==> src/rtl/particle_attractor_update_core_macros.svh <==
// assertion helpers for the particle update core
`ifndef PARTICLE_ATTRACTOR_UPDATE_CORE_MACROS_SVH
`define PARTICLE_ATTRACTOR_UPDATE_CORE_MACROS_SVH

// same-cycle implication, checked on every clock outside reset
`define PAU_ASSERT(lbl, ante, cons, msg) \
  lbl: assert property (@(posedge clk) disable iff (rst) (ante) |-> (cons)) else $error(msg);

// next-cycle implication
`define PAU_ASSERT_NEXT(lbl, ante, cons, msg) \
  lbl: assert property (@(posedge clk) disable iff (rst) (ante) |=> (cons)) else $error(msg);

`endif

==> src/rtl/pau_pkg.sv <==
package pau_pkg;

  // table size and field widths
  localparam int PARTICLES  = 16384;
  localparam int IDX_W      = 14;
  localparam int ADDR_W     = $clog2(PARTICLES);
  localparam int POS_W      = 32;
  localparam int VEL_W      = 24;
  localparam int MOUSE_W    = 16;
  localparam int FRAC_W     = 16;
  localparam int COL_W      = 8;

  // configuration widths
  localparam int GAIN_W     = 16;
  localparam int DAMP_W     = 16;
  localparam int SCALE_W    = 4;
  localparam int CSCALE_W   = 8;
  localparam int CFG_IDX_W  = 3;
  localparam int CFG_DATA_W = 16;

  // datapath widths
  localparam int DIST_W     = POS_W + 2;
  localparam int MAG_W      = POS_W - 1;
  localparam int SQ_W       = 2 * MAG_W;
  localparam int SUM_W      = 2 * POS_W;
  localparam int ROOT_W     = SUM_W / 2;
  localparam int REM_W      = ROOT_W + 4;
  localparam int NUM_W      = MAG_W + GAIN_W;
  localparam int Q_W        = GAIN_W;
  localparam int F_W        = Q_W + 1;
  localparam int T_W        = VEL_W + 1 + CSCALE_W;
  localparam int DM_W       = VEL_W + DAMP_W;
  localparam int SC_W       = VEL_W + SCALE_W + 1;

  // far-distance shift and its rounding for negative values
  localparam int SHIFT_S    = 3;
  localparam int SHIFT_RND  = (1 << SHIFT_S) - 1;

  // colour bands
  localparam int RED_MAX    = 255;
  localparam int GB_SAT     = 63;
  localparam int BAND_MID   = 128;
  localparam int GB_BASE    = 158;

  // pipeline stage positions
  localparam int ST_SQ0      = 5;
  localparam int ST_SQ_LAST  = ST_SQ0 + ROOT_W - 1;
  localparam int ST_DV0      = ST_SQ_LAST + 1;
  localparam int ST_DV_LAST  = ST_DV0 + Q_W - 1;
  localparam int ST_VEL      = ST_DV_LAST + 1;
  localparam int ST_COL      = ST_VEL + 1;
  localparam int ST_LAST     = ST_COL + 1;
  localparam int NSTG        = ST_LAST + 1;

  // register reset values
  localparam logic [GAIN_W-1:0]   FORCE_GAIN_RST  = 16'd13107;
  localparam logic [DAMP_W-1:0]   DAMPING_RST     = 16'd64881;
  localparam logic [SCALE_W-1:0]  STEP_SCALE_RST  = 4'd3;
  localparam logic [CSCALE_W-1:0] COLOR_SCALE_RST = 8'd30;

  typedef enum logic {
    KIND_LOAD = 1'b0,
    KIND_STEP = 1'b1
  } kind_t;

  typedef enum logic [CFG_IDX_W-1:0] {
    CFG_FORCE_GAIN  = 3'd0,
    CFG_DAMPING     = 3'd1,
    CFG_STEP_SCALE  = 3'd2,
    CFG_COLOR_SCALE = 3'd3
  } cfg_reg_t;

  typedef struct packed {
    kind_t                      kind;
    logic [IDX_W-1:0]           particle_index;
    logic signed [POS_W-1:0]    load_x;
    logic signed [POS_W-1:0]    load_y;
    logic signed [MOUSE_W-1:0]  mouse_x;
    logic signed [MOUSE_W-1:0]  mouse_y;
    logic                       attract;
    logic                       repel;
  } in_item_t;

  typedef struct packed {
    logic [IDX_W-1:0]         out_index;
    logic signed [POS_W-1:0]  new_x;
    logic signed [POS_W-1:0]  new_y;
    logic [COL_W-1:0]         red;
    logic [COL_W-1:0]         green;
    logic [COL_W-1:0]         blue;
  } out_item_t;

  // saturate a widened velocity to its stored range
  function automatic logic signed [VEL_W-1:0] sat_vel(input logic signed [VEL_W+1:0] v);
    if (v[VEL_W+1:VEL_W-1] == {3{v[VEL_W+1]}}) begin
      return v[VEL_W-1:0];
    end
    return v[VEL_W+1] ? {1'b1, {(VEL_W-1){1'b0}}} : {1'b0, {(VEL_W-1){1'b1}}};
  endfunction

  // saturate a widened position to its stored range
  function automatic logic signed [POS_W-1:0] sat_pos(input logic signed [DIST_W-1:0] p);
    if (p[DIST_W-1:POS_W-1] == {(DIST_W-POS_W+1){p[DIST_W-1]}}) begin
      return p[POS_W-1:0];
    end
    return p[DIST_W-1] ? {1'b1, {(POS_W-1){1'b0}}} : {1'b0, {(POS_W-1){1'b1}}};
  endfunction

endpackage

==> src/rtl/pau_isqrt.sv <==
module pau_isqrt import pau_pkg::*; (
  input  logic              clk,
  input  logic              en,
  input  logic [SUM_W-1:0]  radicand,
  output logic [ROOT_W-1:0] root
);

  typedef struct packed {
    logic [SUM_W-1:0]  bits;
    logic [REM_W-1:0]  rem;
    logic [ROOT_W-1:0] root;
  } sq_state_t;

  sq_state_t stage [ROOT_W];

  // one root bit per stage, two radicand bits consumed each time
  for (genvar k = 0; k < ROOT_W; k++) begin : g_iter
    sq_state_t        src;
    logic [REM_W-1:0] part;
    logic [REM_W-1:0] trial;
    logic             take;

    if (k == 0) begin : g_first
      assign src = '{bits: radicand, rem: '0, root: '0};
    end else begin : g_rest
      assign src = stage[k-1];
    end

    assign part  = {src.rem[REM_W-3:0], src.bits[SUM_W-1 -: 2]};
    assign trial = REM_W'({src.root, 2'b01});
    assign take  = (part >= trial);

    always_ff @(posedge clk) begin
      if (en) begin
        stage[k].bits <= {src.bits[SUM_W-3:0], 2'b00};
        stage[k].rem  <= take ? part - trial : part;
        stage[k].root <= {src.root[ROOT_W-2:0], take};
      end
    end
  end

  assign root = stage[ROOT_W-1].root;

endmodule

==> config.mk <==
export PLATFORM = sky130hd
export DESIGN_NAME = pau_isqrt
export DESIGN_NICKNAME = d
export VERILOG_FILES = /design/src/rtl/particle_attractor_update_core_macros.svh /design/src/rtl/pau_pkg.sv /design/src/rtl/pau_isqrt.sv
export SDC_FILE = /design/constraint.sdc
export NUM_CORES = 2
export LEC_CHECK = 0
export BUFFER_PORTS_ARGS = -buffer_cell sky130_fd_sc_hd__buf_2
export CORE_ASPECT_RATIO = 0.8
export CORE_MARGIN = 5
export CORE_UTILIZATION = 40
export DETAILED_ROUTE_END_ITERATION = 16
export PLACE_DENSITY = 0.61
export SLEW_MARGIN = 30
export SYNTH_ARGS = -nofsm -noshare
export SYNTH_HDL_FRONTEND = slang
export SYNTH_MEMORY_MAX_BITS = 65536
export SYNTH_SLANG_ARGS = --single-unit
==> constraint.sdc <==
create_clock -name clk -period 7.9 [get_ports clk]
set_input_delay 0.79 -clock clk [delete_from_list [all_inputs] [get_ports clk]]
set_output_delay 0.79 -clock clk [all_outputs]
set_load 0.05 [all_outputs]
### Word level (Yosys, flattened, before mapping)

Memories as Yosys holds them, arrays and structs flattened.
Index checks and enable logic that the tools add are counted.

| word-level totals | value |
|---|---|
| register bits after elaboration | 0 |
| memory bits (writable) | 4,160 |
| input bits | 66 |
| output and inout bits | 32 |
| memories kept | 1 |

Memories:

| name | depth | width | read ports | clocked after Yosys merged registers in | write ports | line | source |
|---|---|---|---|---|---|---|---|
| stage | 32 | 130 | 32 | 0 | 32 | pau_isqrt.sv:14 | `sq_state_t stage [ROOT_W];` |

| operators by class | value |
|---|---|
| add/sub/neg operators | 32 |
| order comparisons | 32 |
| muxes and demuxes | 34 |

Operators by type and width:

| operator | count |
|---|---|
| $mux 36 | 32 |
| $ge 36x34->1 | 31 |
| $sub 36x34->36 | 31 |
| $sub 2x1->3 const B | 1 |
| $ge 2x1->1 const B | 1 |
| $mux 1 | 2 |

### Depth between registers and ports, before layout

An unclocked memory read counts as a cell.

| depth | value |
|---|---|
| depth in word-level cells | 3 |
| mapped depth | 14 |

### Worst setup path before layout

No wires, ideal clock.

| timing path | value |
|---|---|
| path type | reg2reg |
| start point | memory stage[0][1088] in the netlist's numbering |
| end point | memory stage[0][1228] in the netlist's numbering (data pin) |
| setup time | 0.271 ns |
| data arrival time | 3.134 ns |
| setup slack | 4.495 ns |
| cell stages (with the launch flop) | 13 |
| clock period less this slack | 3.405 ns |
| path through | edfxtp_1 or4_4 or3_1 or3_4 or4_1 buf_2 nor4_2 and4_1 buf_4 or3_2 buf_6 nor4_1 xor2_1 |

RTL lines:

| element | line |
|---|---|
| start, declared | pau_isqrt.sv:14 |

==> results.yml <==
grt:
  maximum_number_of_pins_on_one_net_before_global_route_repair: 189
  first_global_vias: 69147
  globalRouteOverflowTotal: 0
  grt.total_usage: 0.152
  antenna_found_initial: 2
  grt_first_pass_wirelength_microns: 379000
setup_path:
  crit_fanout: 27
  cp_cell_sequence: "or4_4 > or3_1 > or3_4 > or4_1 > nor4_2 > and4_1 > nand4b_4 > nor4_1 > xor2_1"
  critical_path.endpoint_type: "register"
  worst_r2r_end: "stage[0][1233]"
  critPathKind: "reg -> reg"
  critical_path.startpoint_type: "register"
  r2r-start: "stage[0][1088]"
  rr_worst_depth: 9
  worst-r2r-setup-slack_ns: 3.46
  worst-endpoint-required_ns: 8.45
  timing.critical_path.slowest_cell_delay_ns: 0.86
  worst_ep_arrival_time_ns: 4.99
  critical_path.slowest_cell: "sky130_fd_sc_hd__and4_1"
die:
  floorplan.die_area_sq_um: 305000
  start_util: 0.401
  ioPinCount: 98
  die_y_microns: 495
  rows: 178
  die_width_microns: 616
  floorplan.core_area_sq_um: 294000
hold_path:
  hold_depth: 1
  min-delay-path-class: "in -> reg"
  worstHoldEndpoint: "stage[0][120]"
  hp-start: "radicand[52]"
sta:
  max_slew.worst_pin.slew_ns: 1.03
  grt_setup_unrepaired: "no"
  post-route-period-util: 0.562
  hold-worst-slack_ns: 0.100
  slew_headroom: 0.313
  finalSetupViolations: 0
  finalCriticalPeriod_ns: 4.44
  finalMaxSlewViolations: 0
  fin_worst_skew_ns: 0.0535
  hold_viol_final: 0
  finalSetupTns_ns: 0
  clock.fmax_mhz: 225
power_and_ir_drop:
  power.combinational.fraction: 0.195
  power_frac_clock: 0.335
  seq_power_share: 0.471
  vdd.ir_drop.worst_uv: 169
  power.internal_w: 0.0276
  total_net_switching_power_w: 0.0107
  leakagePower_nw: 49.9
  pwr_density_cell_nw_per_um2: 290
  sw_frac_of_total: 0.279
placement:
  place.detailed.hpwl_microns: 170000
  port_buffers: 97
  dpl-instance-area_sq_um: 123000
  numPlacedInstances: 13025
  place_congestion: 0.882
clock_network:
  cts_tree: "done"
  clock_slew_seen_by_the_registers_of_the_worst_setup_and_hold_paths_ns: 0.06
  clkLatencyLatePin_ns: 0.86
  cts_resized: 0
  ctsLongestPathBuffers: 4
  cts_htree_levels: 5
  cts.repair_timing.setup_buffer_count: 0
  cts_inserted_buffers: 277
  clock_sinks: 2523
  ctsRootBufferMaster: "sky130_fd_sc_hd__clkbuf_16"
  cts_hold_buf: 0
routing:
  wl_per_cell_microns: 17.8
  finalWirelength_microns: 240000
  final_antenna_net_count: 0
  vias: 71010
  drc_violations_left: 0
  vias_cell: 5.26
  dr.first_iter.drc_count: 6092
  firstDrtPassIters: 6
yosys:
  synth_edf_count: 2523
  syn_nets: 9816
  syn_inst: 9188
  synth.yosys.seq_area_share: 0.644
  async_reset_ff_frac: 0
  ys_ff_latch: 2523
  ys_top_cells_by_area: "sky130_fd_sc_hd__edfxtp_1 64%, sky130_fd_sc_hd__ha_1 6.0%, sky130_fd_sc_hd__xor2_1 3.3%"
  yosysWarningCount: 0
  area_fraction_of_the_dominant_cell_type_after_synthesis: 0.644
  synth_top_flop_cell: "sky130_fd_sc_hd__edfxtp_1"
  synth.lib_cells_used.distinct: 92
  syn_area_sq_um: 118000
  post_synthesis_average_cell_area_sq_um: 12.8
  yosys.area.top_type: "sky130_fd_sc_hd__edfxtp_1"
finish:
  final_design_area_no_fill_sq_um: 132000
  layout-drive-gt1-share: 0.0705
  finish.utilization: 0.450
  ff_latch_area_sq_um: 75800
  biggestRegsByFlops: "stage x2523"
  regMostFlops: "stage"
  final_cells: 13512
  fillCellCount: 26346
  largest_register_ffs: 2523
  syn2layout_area_growth_pct: 12.1
  fin_nets: 10064
  multiInputGateArea_sq_um: 38700
status:
  status: "complete, no violations"
job:
  cap_viol_max_count: 0
power by group through the flow:
stage	combinational [W]	clock, W	sequential [W]
2_1_floorplan	0.00555	0	0.0178
3_3_place_gp	0.00729	0	0.0183
3_5_place_dp	0.00740	0	0.0183
4_1_cts	0.00745	0.0133	0.0180
5_1_grt	0.00834	0.0138	0.0182
6_report	0.00746	0.0128	0.0180
per-layer routing:
| metal | share of wire | GRT usage | vias to the layer above | wire length, microns |
|---|---|---|---|---|
| li1 | - | - | 34484 | - |
| met1 | 0.47 | 0.216 | 34395 | 112000 |
| met2 | 0.46 | 0.243 | 1686 | 110000 |
| met3 | 0.045 | 0.0200 | 445 | 10700 |
| met4 | 0.031 | 0.0489 | 0 | 7340 |
| met5 | 0 | 0 | - | 0 |
worst max-delay path: cells and delay by family (launching register included):
family,cells,cell delay [ns]
flops,1,0.43
xor+xnor,1,0.14
simple gates,8,3.55
stage by stage:
stage / worst slack, ns / power (W)
2_1_floorplan: 4.49 / 0.0233
3_3_place_gp: 3.61 / 0.0256
3_5_place_dp: 3.54 / 0.0257
4_1_cts: 3.49 / 0.0388
5_1_grt: 3.21 / 0.0404
6_report: 3.46 / 0.0383
logic make-up after synthesis:
| family | count (synthesis) | synth area share |
|---|---|---|
| DFF | 2523 | 0.644 |
| adders and majority gates | 562 | 0.0598 |
| other | 1 | 0.0000319 |
| and+or+nand+nor | 2455 | 0.102 |
| xor gates and xnor gates | 847 | 0.0630 |
| AOI/OAI and AO/OA | 1853 | 0.0969 |
| muxes | 62 | 0.00583 |
| buffers and inverters | 885 | 0.0284 |
how the worst max path moves through the flow:
stage,depth (start not counted),slack (ns),from,endpoint
finish,9,3.46,stage[0][1088],stage[0][1233]
global route,9,3.21,stage[0][1088],stage[0][1233]
detailed placement,9,3.54,stage[0][1088],stage[0][1220]
floorplan,12,4.49,stage[0][1088],stage[0][1228]
CTS,9,3.49,stage[0][1088],stage[0][1233]
global placement,9,3.61,stage[0][1088],stage[0][1221]
cell usage in the layout, fill, tap and decap left out, types with 96 or more instances in the layout:
cell type and n:
sky130_fd_sc_hd__xor2_1 446, sky130_fd_sc_hd__a21oi_1 564, sky130_fd_sc_hd__edfxtp_1 2523, sky130_fd_sc_hd__xnor2_1 401, sky130_fd_sc_hd__nand2b_1 116, sky130_fd_sc_hd__o21ai_0 511, sky130_fd_sc_hd__a21o_1 223, sky130_fd_sc_hd__inv_1 696
sky130_fd_sc_hd__nor2_1 592, sky130_fd_sc_hd__ha_1 562, sky130_fd_sc_hd__nand3_1 153, sky130_fd_sc_hd__or3_1 105, sky130_fd_sc_hd__nand4_1 104, sky130_fd_sc_hd__clkbuf_16 287, sky130_fd_sc_hd__buf_2 96, sky130_fd_sc_hd__nor4_1 121
sky130_fd_sc_hd__nand2_1 700, sky130_fd_sc_hd__o21a_1 100, sky130_fd_sc_hd__nor3_1 216
final cells by class:
cell class / instances / area share
clock buffers: 331 / 0.0557
inverters: 698 / 0.0199
multi-input cells: 5780 / 0.293
diodes: 1 / 0.0000190
flip-flops and latches: 2523 / 0.574
clock inverters: 153 / 0.0121
repair buffers: 156 / 0.00846
well taps: 3870 / 0.0367
synth_stat cells, types with 43 or more instances:
cell type	instances
sky130_fd_sc_hd__nand3_1	154
sky130_fd_sc_hd__a211oi_1	49
sky130_fd_sc_hd__o21a_1	100
sky130_fd_sc_hd__inv_1	696
sky130_fd_sc_hd__ha_1	562
sky130_fd_sc_hd__and3_1	43
sky130_fd_sc_hd__clkbuf_1	166
sky130_fd_sc_hd__o21ai_0	513
sky130_fd_sc_hd__a21oi_1	565
sky130_fd_sc_hd__nand2b_1	116
sky130_fd_sc_hd__nor4_1	122
sky130_fd_sc_hd__a31oi_1	63
sky130_fd_sc_hd__o31ai_1	56
sky130_fd_sc_hd__xnor2_1	401
sky130_fd_sc_hd__or3_1	106
sky130_fd_sc_hd__nor2_1	592
sky130_fd_sc_hd__edfxtp_1	2523
sky130_fd_sc_hd__nand4_1	104
sky130_fd_sc_hd__xor2_1	446
sky130_fd_sc_hd__nor2b_1	76
sky130_fd_sc_hd__a21o_1	223
sky130_fd_sc_hd__mux2_2	52
sky130_fd_sc_hd__or4_1	54
sky130_fd_sc_hd__nand2_1	700
sky130_fd_sc_hd__nor3_1	219
Power figures use the tool's default switching activity.
